$ cat src/rtl/core/ppm_p6_header_parser_core_assert.svh
// assertion macros shared by the parser core
// both sample on clock and are disabled while reset is high
`ifndef PPM_P6_HEADER_PARSER_CORE_ASSERT_SVH
`define PPM_P6_HEADER_PARSER_CORE_ASSERT_SVH

// same-cycle implication
`define P6HP_ASSERT_NOW(name, ante, cons, msg) \
   name: assert property (@(posedge clock) disable iff (reset) (ante) |-> (cons)) \
      else $error(msg);

// next-cycle implication
`define P6HP_ASSERT_NEXT(name, ante, cons, msg) \
   name: assert property (@(posedge clock) disable iff (reset) (ante) |=> (cons)) \
      else $error(msg);

`endif

$ cat src/rtl/core/p6hp_pkg.sv
package p6hp_pkg;

   // field widths
   localparam int DIM_BITS_DEF = 16;
   localparam int BYTE_W       = 8;
   localparam int OUT_DIM_W    = 16;
   localparam int STATUS_W     = 3;
   localparam int LEFT_W       = 34;

   localparam logic [LEFT_W-1:0] LEFT_MAX = '1;

   // header characters
   localparam logic [BYTE_W-1:0] CHAR_P     = 8'h50;
   localparam logic [BYTE_W-1:0] CHAR_SIX   = 8'h36;
   localparam logic [BYTE_W-1:0] CHAR_HASH  = 8'h23;
   localparam logic [BYTE_W-1:0] CHAR_NL    = 8'h0A;
   localparam logic [BYTE_W-1:0] CHAR_ZERO  = 8'h30;
   localparam logic [BYTE_W-1:0] CHAR_NINE  = 8'h39;
   localparam logic [BYTE_W-1:0] CHAR_SPACE = 8'h20;
   localparam logic [BYTE_W-1:0] CHAR_TAB   = 8'h09;
   localparam logic [BYTE_W-1:0] CHAR_CR    = 8'h0D;

   // result status codes
   typedef enum logic [STATUS_W-1:0] {
      ST_HEADER = 3'd0,
      ST_DONE   = 3'd1,
      ST_ERROR  = 3'd2,
      ST_PIXEL  = 3'd3,
      ST_IGNORE = 3'd4
   } p6hp_status_type;

   // one input word
   typedef struct packed {
      logic [BYTE_W-1:0] byte_value;
      logic              first_byte;
   } p6hp_req_type;

   // one result word
   typedef struct packed {
      p6hp_status_type      status;
      logic [OUT_DIM_W-1:0] image_width;
      logic [OUT_DIM_W-1:0] image_height;
      logic [BYTE_W-1:0]    pixel_byte;
      logic                 last_pixel;
   } p6hp_rsp_type;

   // space, tab, newline, vertical tab, form feed, carriage return
   function automatic logic is_ws(input logic [BYTE_W-1:0] c);
      return c inside {CHAR_SPACE, [CHAR_TAB:CHAR_CR]};
   endfunction

   function automatic logic is_digit(input logic [BYTE_W-1:0] c);
      return c inside {[CHAR_ZERO:CHAR_NINE]};
   endfunction

endpackage

$ cat src/rtl/core/p6hp_in_stage.sv
module p6hp_in_stage (
   input  logic                  clock,
   input  logic                  reset,
   input  logic                  req_valid,
   output logic                  req_stall,
   input  p6hp_pkg::p6hp_req_type req_word,
   input  logic                  advance,
   output logic                  word_valid,
   output p6hp_pkg::p6hp_req_type word
);
   import p6hp_pkg::*;

   logic         valid_ff;
   logic         valid_in;
   logic         load;
   p6hp_req_type word_ff;

   // register takes a new word when empty or when its word moves on
   assign load      = !valid_ff || advance;
   assign req_stall = valid_ff && !advance;
   assign valid_in  = load ? req_valid : valid_ff;

   always_ff @(posedge clock) begin
      if (reset) begin
         valid_ff <= 1'b0;
      end else begin
         valid_ff <= valid_in;
      end
   end

   // payload holds no reset
   always_ff @(posedge clock) begin
      if (load && req_valid) begin
         word_ff <= req_word;
      end
   end

   assign word_valid = valid_ff;
   assign word       = word_ff;

endmodule

$ cat src/rtl/core/p6hp_size_mult.sv
module p6hp_size_mult #(
   parameter int DIM_BITS = p6hp_pkg::DIM_BITS_DEF
) (
   input  logic                        clock,
   input  logic [DIM_BITS-1:0]         width_acc,
   input  logic [DIM_BITS-1:0]         height_acc,
   output logic [p6hp_pkg::LEFT_W-1:0] payload_count
);
   import p6hp_pkg::*;

   localparam int TRI_W  = DIM_BITS + 2;
   localparam int PROD_W = TRI_W + DIM_BITS;
   localparam int EXT_W  = (PROD_W > LEFT_W) ? PROD_W : LEFT_W;

   logic [TRI_W-1:0]  triple_width;
   logic [PROD_W-1:0] prod_in;
   logic [PROD_W-1:0] prod_ff;
   logic [EXT_W-1:0]  prod_ext;

   // 3 * width as shift and add, then one multiply by height
   assign triple_width = {2'b00, width_acc} + {1'b0, width_acc, 1'b0};
   assign prod_in      = PROD_W'(triple_width) * PROD_W'(height_acc);

   // refreshed every cycle; dimensions settle well before the header ends
   always_ff @(posedge clock) begin
      prod_ff <= prod_in;
   end

   // saturate to the counter width
   assign prod_ext      = EXT_W'(prod_ff);
   assign payload_count = (prod_ext > EXT_W'(LEFT_MAX)) ? LEFT_MAX : prod_ext[LEFT_W-1:0];

endmodule

$ cat src/rtl/core/p6hp_parse_fsm.sv
module p6hp_parse_fsm #(
   parameter int DIM_BITS = p6hp_pkg::DIM_BITS_DEF
) (
   input  logic                        clock,
   input  logic                        reset,
   input  logic                        step,
   input  p6hp_pkg::p6hp_req_type      word,
   input  logic [p6hp_pkg::LEFT_W-1:0] payload_count,
   output logic [DIM_BITS-1:0]         width_acc,
   output logic [DIM_BITS-1:0]         height_acc,
   output p6hp_pkg::p6hp_rsp_type      rsp_word
);
   import p6hp_pkg::*;

   localparam int ACC_W = DIM_BITS + 4;
   localparam int EXT_W = DIM_BITS + OUT_DIM_W;

   typedef enum logic [2:0] {
      PH_MAGIC0  = 3'd0,
      PH_MAGIC1  = 3'd1,
      PH_PREV    = 3'd2,
      PH_WIDTH   = 3'd3,
      PH_HEIGHT  = 3'd4,
      PH_MAXVAL  = 3'd5,
      PH_PAYLOAD = 3'd6,
      PH_IDLE    = 3'd7
   } phase_type;

   phase_type           phase_ff, phase_in, phase_cur;
   logic                comment_ff, comment_in, comment_cur;
   logic [BYTE_W-1:0]   prev_ff, prev_in, prev_cur;
   logic [DIM_BITS-1:0] width_ff, width_in, width_cur;
   logic [DIM_BITS-1:0] height_ff, height_in, height_cur;
   logic [LEFT_W-1:0]   left_ff, left_in, left_cur, left_dec;
   p6hp_rsp_type        rsp_ff, rsp_in;

   logic [BYTE_W-1:0]   b;
   logic [BYTE_W-1:0]   digit_diff;
   logic [DIM_BITS-1:0] sel_acc;
   logic [ACC_W-1:0]    next_acc;
   logic                digit_fits;
   logic [EXT_W-1:0]    width_ext;
   logic [EXT_W-1:0]    height_ext;

   // restart view: first byte of a file sees reset state
   always_comb begin
      if (word.first_byte) begin
         phase_cur   = PH_MAGIC0;
         comment_cur = 1'b0;
         prev_cur    = '0;
         width_cur   = '0;
         height_cur  = '0;
         left_cur    = '0;
      end else begin
         phase_cur   = phase_ff;
         comment_cur = comment_ff;
         prev_cur    = prev_ff;
         width_cur   = width_ff;
         height_cur  = height_ff;
         left_cur    = left_ff;
      end
   end

   // decimal accumulate: acc * 10 + digit, overflow shows in the top bits
   assign b          = word.byte_value;
   assign digit_diff = b - CHAR_ZERO;
   assign sel_acc    = (phase_cur == PH_HEIGHT) ? height_cur : width_cur;
   assign next_acc   = {1'b0, sel_acc, 3'b000} + {3'b000, sel_acc, 1'b0}
                       + ACC_W'(digit_diff[3:0]);
   assign digit_fits = is_digit(b) && (next_acc[ACC_W-1:DIM_BITS] == '0);

   assign left_dec = (left_cur != '0) ? left_cur - LEFT_W'(1) : left_cur;

   // next state and result for one byte
   always_comb begin
      phase_in   = phase_cur;
      comment_in = comment_cur;
      prev_in    = prev_cur;
      width_in   = width_cur;
      height_in  = height_cur;
      left_in    = left_cur;
      rsp_in.status     = ST_HEADER;
      rsp_in.pixel_byte = '0;
      rsp_in.last_pixel = 1'b0;

      case (phase_cur)
         PH_MAGIC0: begin
            if (b == CHAR_P) begin
               phase_in = PH_MAGIC1;
            end else begin
               rsp_in.status = ST_ERROR;
               phase_in      = PH_IDLE;
            end
         end
         PH_MAGIC1: begin
            if (b == CHAR_SIX) begin
               phase_in = PH_PREV;
            end else begin
               rsp_in.status = ST_ERROR;
               phase_in      = PH_IDLE;
            end
         end
         PH_PREV: begin
            prev_in  = b;
            phase_in = PH_WIDTH;
         end
         PH_WIDTH, PH_HEIGHT, PH_MAXVAL: begin
            if (comment_cur) begin
               if (b == CHAR_NL) begin
                  comment_in = 1'b0;
               end
            end else if (is_ws(b)) begin
               // a field ends on the first whitespace after it
               if (!is_ws(prev_cur)) begin
                  if (phase_cur == PH_MAXVAL) begin
                     left_in       = payload_count;
                     rsp_in.status = ST_DONE;
                     phase_in      = (payload_count != '0) ? PH_PAYLOAD : PH_IDLE;
                  end else if (phase_cur == PH_WIDTH) begin
                     phase_in = PH_HEIGHT;
                  end else begin
                     phase_in = PH_MAXVAL;
                  end
               end
            end else if (b == CHAR_HASH) begin
               comment_in = 1'b1;
            end else if (phase_cur != PH_MAXVAL) begin
               if (digit_fits) begin
                  if (phase_cur == PH_WIDTH) begin
                     width_in = next_acc[DIM_BITS-1:0];
                  end else begin
                     height_in = next_acc[DIM_BITS-1:0];
                  end
               end else begin
                  rsp_in.status = ST_ERROR;
                  phase_in      = PH_IDLE;
               end
            end
            prev_in = b;
         end
         PH_PAYLOAD: begin
            rsp_in.status     = ST_PIXEL;
            rsp_in.pixel_byte = b;
            left_in           = left_dec;
            if (left_dec == '0) begin
               rsp_in.last_pixel = 1'b1;
               phase_in          = PH_IDLE;
            end
         end
         default: begin
            rsp_in.status = ST_IGNORE;
         end
      endcase

      width_ext           = EXT_W'(width_in);
      height_ext          = EXT_W'(height_in);
      rsp_in.image_width  = width_ext[OUT_DIM_W-1:0];
      rsp_in.image_height = height_ext[OUT_DIM_W-1:0];
   end

   // parser state and result register
   always_ff @(posedge clock) begin
      if (reset) begin
         phase_ff   <= PH_MAGIC0;
         comment_ff <= 1'b0;
         prev_ff    <= '0;
         width_ff   <= '0;
         height_ff  <= '0;
         left_ff    <= '0;
         rsp_ff     <= '0;
      end else if (step) begin
         phase_ff   <= phase_in;
         comment_ff <= comment_in;
         prev_ff    <= prev_in;
         width_ff   <= width_in;
         height_ff  <= height_in;
         left_ff    <= left_in;
         rsp_ff     <= rsp_in;
      end
   end

   assign width_acc  = width_ff;
   assign height_acc = height_ff;
   assign rsp_word   = rsp_ff;

endmodule

$ cat src/rtl/core/ppm_p6_header_parser_core.sv
// Binary PPM (P6) header parser with pixel pass-through.
// Request channel: req_valid / req_stall carry one file byte per word in
// req_byte_value; req_first_byte restarts the parser on that byte.
// Response channel: rsp_valid / rsp_stall return exactly one word per
// request word: rsp_status (header, done, error, pixel, ignored), the
// parsed width and height, the pixel byte and a last-pixel mark.
// Path: request accept into the input register, then the parse step into
// the response register.
// Throughput: one word per cycle while rsp_stall is low; the parse
// step is a single registered pass and the payload size multiply runs
// every cycle from the held dimensions, ready before the header can end.
// Reset (synchronous, active high) empties both registers and puts the
// parser at the first magic byte.
// While rsp_stall is high the response word holds, the input register
// keeps one more word, and req_stall rises once that register is full.
// A file that ends early is not detected; the sender must restart it.
`include "ppm_p6_header_parser_core_assert.svh"

module ppm_p6_header_parser_core #(
   parameter int DIM_BITS = p6hp_pkg::DIM_BITS_DEF
) (
   input  logic                           clock,
   input  logic                           reset,
   input  logic                           req_valid,
   output logic                           req_stall,
   input  logic [p6hp_pkg::BYTE_W-1:0]    req_byte_value,
   input  logic                           req_first_byte,
   output logic                           rsp_valid,
   input  logic                           rsp_stall,
   output logic [p6hp_pkg::STATUS_W-1:0]  rsp_status,
   output logic [p6hp_pkg::OUT_DIM_W-1:0] rsp_image_width,
   output logic [p6hp_pkg::OUT_DIM_W-1:0] rsp_image_height,
   output logic [p6hp_pkg::BYTE_W-1:0]    rsp_pixel_byte,
   output logic                           rsp_last_pixel
);
   import p6hp_pkg::*;

   p6hp_req_type        req_word;
   p6hp_req_type        in_word;
   logic                in_valid;
   logic                advance;
   logic                step;
   logic                rsp_valid_ff;
   logic                rsp_valid_in;
   logic [DIM_BITS-1:0] width_acc;
   logic [DIM_BITS-1:0] height_acc;
   logic [LEFT_W-1:0]   payload_count;
   p6hp_rsp_type        rsp_word;

   assign req_word.byte_value = req_byte_value;
   assign req_word.first_byte = req_first_byte;

   // input register
   p6hp_in_stage u_in_stage (
      .clock      (clock),
      .reset      (reset),
      .req_valid  (req_valid),
      .req_stall  (req_stall),
      .req_word   (req_word),
      .advance    (advance),
      .word_valid (in_valid),
      .word       (in_word)
   );

   // response register frees up when empty or when its word is taken
   assign advance      = !rsp_valid_ff || !rsp_stall;
   assign step         = in_valid && advance;
   assign rsp_valid_in = advance ? in_valid : rsp_valid_ff;

   always_ff @(posedge clock) begin
      if (reset) begin
         rsp_valid_ff <= 1'b0;
      end else begin
         rsp_valid_ff <= rsp_valid_in;
      end
   end

   // payload size from held dimensions
   p6hp_size_mult #(
      .DIM_BITS (DIM_BITS)
   ) u_size_mult (
      .clock         (clock),
      .width_acc     (width_acc),
      .height_acc    (height_acc),
      .payload_count (payload_count)
   );

   // header parser and response register
   p6hp_parse_fsm #(
      .DIM_BITS (DIM_BITS)
   ) u_parse_fsm (
      .clock         (clock),
      .reset         (reset),
      .step          (step),
      .word          (in_word),
      .payload_count (payload_count),
      .width_acc     (width_acc),
      .height_acc    (height_acc),
      .rsp_word      (rsp_word)
   );

   assign rsp_valid        = rsp_valid_ff;
   assign rsp_status       = rsp_word.status;
   assign rsp_image_width  = rsp_word.image_width;
   assign rsp_image_height = rsp_word.image_height;
   assign rsp_pixel_byte   = rsp_word.pixel_byte;
   assign rsp_last_pixel   = rsp_word.last_pixel;

   // checks
   `P6HP_ASSERT_NEXT(a_step_gives_rsp, step, rsp_valid, "parsed word did not reach the response")
   `P6HP_ASSERT_NEXT(a_restart_status, step && in_word.first_byte,
      rsp_status == ST_HEADER || rsp_status == ST_ERROR, "restart byte gave a wrong status")
   `P6HP_ASSERT_NOW(a_pixel_fields, rsp_valid && rsp_status != ST_PIXEL,
      !rsp_last_pixel && rsp_pixel_byte == '0, "pixel fields set outside a pixel word")

endmodule
$ cat config.mk
export PLATFORM = sky130hd
export DESIGN_NAME = ppm_p6_header_parser_core
export DESIGN_NICKNAME = d
export VERILOG_FILES = /design/src/rtl/core/p6hp_pkg.sv /design/src/rtl/core/p6hp_in_stage.sv /design/src/rtl/core/p6hp_size_mult.sv /design/src/rtl/core/p6hp_parse_fsm.sv /design/src/rtl/core/ppm_p6_header_parser_core.sv
export VERILOG_INCLUDE_DIRS = /design/src /design/src/rtl/core
export SDC_FILE = /design/constraint.sdc
export NUM_CORES = 1
export LEC_CHECK = 0
export BUFFER_PORTS_ARGS = -buffer_cell sky130_fd_sc_hd__buf_2
export CORE_MARGIN = 5
export CORE_UTILIZATION = 45
export DETAILED_ROUTE_END_ITERATION = 10
export PLACE_DENSITY_LB_ADDON = 0.1
export SYNTH_ARGS = -nofsm -noshare
export SYNTH_HDL_FRONTEND = slang
export SYNTH_SLANG_ARGS = --single-unit
$ cat constraint.sdc
create_clock -name clock -period 8.15 [get_ports clock]
set_input_delay 1.63 -clock clock [delete_from_list [all_inputs] [get_ports clock]]
set_output_delay 1.63 -clock clock [all_outputs]
set_load 0.03 [all_outputs]
==> flow_summary.ini <==
[clock_tree]
clkSinkCount = 135
cts_hold_buf = 0
cts_buffers = 17
cts_max_level = 4
path_clk_slew_ns = 0.07
clk_latency_ns = 0.43
cts_buffer_depth = 2
cts_tree = yes
clk_root_buffer_cell = clkbuf_16

[floorplan]
rows = 72
die-height_um = 209
initial_utilization_pct = 45.7
die_x_um = 209
dieArea_um2 = 43600
num_io_pins = 59
design.core.area_um2 = 38900

[drt]
wl_met3_mm = 2.58
ant_nets = 0
avgViaCountPerCell = 5.62
wire_per_inst_um = 19.4
via_count = 15000
dr_wl_met2_mm = 24.3
top_layer = met4
drc = 0
wl_met1_mm = 24.1
drt_iter0_markers = 1153
routed_wirelength_mm = 51.8
first_pass_iters = 5

[logic_synthesis]
ys_types = 90
synth_ff_type = dfxtp_1
syn_area_um2 = 17800
synth-edff-count = 9
syn_nets = 2523
ys_seq_area_share_pct = 15.7
yosysTopAreaCell = fa_1
ys_async_sr_fraction_pct = 0
avgSynthCellArea_um2 = 8.35
synth_area_leaders = fa_1, dfxtp_1, ha_1
netlist_instances = 2131
ys_ff_latch = 135
synth_top_area_share_pct = 25.3
yosys_warnings = 0

[critical_path]
path_depth = 33
cp-start-kind = flip-flop
worstPathArrival_ns = 8.11
critPathRequiredTime_ns = 8.46
path_class = flip-flop to flip-flop
critical_path.max_fanout = 16
critPathTopFamily = adder cells
crit_buf_inv = 7
setup.worst_path.end_class = flip-flop
max_stage_delay_ns = 0.55
crit_path_frequent_cell = fa_1
critPathSlowestCell = fa_1
r2r_cells = 33

[min_path]
whs_path_depth = 2
hold_path.class = flip-flop to flip-flop

[pwr]
p_leak_nw = 9.14
power_per_cell_area_nw_per_um2 = 87.5
peakVddDrop_uv = 84.3

[final_layout]
layout-drive-gt1-share_pct = 8.62
antenna_cells = 0
final_area_um2 = 19300
fin_nets = 2538
fin_util_pct = 49.7
area_delta_synth_final_pct = 8.65
fillers = 3834
finalNonFillerCells = 2677

[placed_design]
placement.cell_area_um2 = 18600
gp_congestion = 0.933
numPortBuffers = 58
dp_cells = 2642
dp_hpwl_mm = 39.6
pre_cts_ws_ns = 0.0293

[sta]
finalSetupViolCount = 0
min_period_over_period_pct = 95.7
fin_crit_ns = 7.80
max_slew_margin_pct = 27.1
final_hold_viol_count = 0
worst_slew_pin_slew_ns = 1.09
max_freq_mhz = 128
setup_ws_ns = 0.353
slew_viol_final = 0
finalClockSkew_ns = 0.0137
setup_tns_ns = 0

[global_route]
grt_usage_pct = 23.8
overflow = 0
antenna_found_initial = 3
grt_start_max_net_pins = 75
grt_pass1_wl_mm = 83.9
grt_pass1_vias = 15000

[status]
outcome = finished, final reports clean

[flow_run]
max-cap-violations = 0
## cells in the final DEF, fill, tap and decap left out, drive strengths merged, types with 6 or more instances in the layout
cell type,netlist,final
nand4,11,11
mux2i,12,12
o21bai,11,11
a21o,20,20
o31ai,16,16
or2,9,9
ha,154,154
a211oi,16,16
a31oi,14,14
nor2b,30,30
inv,273,283
clkbuf,79,18
a311oi,6,6
o21ai,76,76
or3,10,10
o21a,11,11
xor2,20,20
xnor2,48,48
a21oi,107,107
nor4,18,18
edfxtp,9,9
fa,225,225
nor2,126,126
nand3,39,39
nor3,48,48
a221oi,6,6
nand2b,16,16
or4,6,6
o211ai,6,6
and2,131,131
and3,8,8
a22oi,26,26
nand2,297,297
dfxtp,126,126
buf,31,106
## worst register-to-register path: cells and delay by family (launching register included)
family	cells	cell delay [ns]
XOR/XNOR	2	0.37
AND/OR/NAND/NOR	5	0.45
AO/OA/AOI/OAI	10	2.15
adder cells (fa/ha/maj)	9	3.67
buffers and inverters	7	0.74
flip-flops	1	0.31
## flip-flops by register name (all words and copies together), names as in the netlist
| signal | cells |
|---|---|
| u_parse_fsm.left_ff | 34 |
| u_in_stage.word_valid | 1 |
| rsp_valid | 1 |
| u_parse_fsm.width_acc | 16 |
| u_parse_fsm.prev_ff | 8 |
| u_parse_fsm.comment_ff | 1 |
| u_parse_fsm.phase_ff | 3 |
| u_size_mult.prod_ext | 34 |
| u_parse_fsm.height_acc | 16 |
| u_in_stage.word | 9 |
| u_parse_fsm.rsp_word | 12 |
## layout make-up
class	instances	area [µm²]	share of cell area [%]
multi-input cells	1613	13600	70.3
flip-flops and latches	135	2790	14.5
inverters	273	1020	5.30
repair buffers	106	667	3.45
well taps	518	648	3.35
clock buffers	18	450	2.33
clock inverters	14	154	0.796
## report_power, final
part           internal [mW]  switching, mW  leakage (nW)
registers              0.677         0.0180          1.11
logic                 0.0669          0.126          7.74
clock network          0.454          0.348         0.293
total                   1.20          0.492          9.14
## synth_stat cells, drive strengths merged (4+ instances only)
master / n
nand2: 297
inv: 273
fa: 225
ha: 154
and2: 131
dfxtp: 126
nor2: 126
a21oi: 107
clkbuf: 79
o21ai: 76
nor3: 48
xnor2: 48
nand3: 39
buf: 31
nor2b: 30
a22oi: 26
a21o: 20
xor2: 20
nor4: 18
a211oi: 16
nand2b: 16
o31ai: 16
a31oi: 14
mux2i: 12
nand4: 11
o21a: 11
o21bai: 11
or3: 10
edfxtp: 9
or2: 9
and3: 8
a221oi: 6
a311oi: 6
o211ai: 6
or4: 6
a22o: 5
nand3b: 5
nor3b: 5
o2111ai: 5
o311ai: 5
a31o: 4
and4b: 4
nor4b: 4
o211a: 4
o221ai: 4
## routing by layer
metal / track usage [%] / vias to the layer above
met1: 34.1 / 7516
li1: - / 7084
met2: 38.4 / 372
met5: 0 / -
met4: 5.56 / 0
met3: 3.15 / 61
## per-stage QoR
step / hold WS [ns] / power (mW)
global route: 0.478 / 1.75
detailed placement: 0.442 / 0.899
global placement: 0.437 / 0.899
finish: 0.449 / 1.69
CTS: 0.451 / 1.70
floorplan: 0.464 / 0.849
## path summary, 6_finish.rpt
| check | startpoint | end | slack [ns] |
|---|---|---|---|
| worst max-delay path | u_parse_fsm.width_acc[0] | u_size_mult.prod_ext[30] | 0.35 |
| worst min-delay path | u_parse_fsm.rsp_word[7] | u_parse_fsm.rsp_word[7] | 0.45 |
| worst max register to register | u_parse_fsm.width_acc[0] | u_size_mult.prod_ext[30] | 0.35 |
| worst min register to register | u_parse_fsm.rsp_word[7] | u_parse_fsm.rsp_word[7] | 0.45 |
## cells by family (layout without fill, tap and decap cells)
| kind of cell | after synthesis | after routing | synth area share [%] |
|---|---|---|---|
| buffers and inverters | 383 | 411 | 8.36 |
| DFF | 135 | 135 | 15.7 |
| muxes | 13 | 13 | 0.739 |
| AOI/OAI and AO/OA | 376 | 376 | 14.0 |
| and+or+nand+nor | 776 | 776 | 21.6 |
| adders and majority gates | 380 | 380 | 36.2 |
| xor gates and xnor gates | 68 | 68 | 3.35 |
## timing repair
action,4_1_cts,5_1_grt
resized for setup,0,17
endpoints found under the setup margin,0,10
setup buffers,0,3
(Power assumes the default switching activity.)
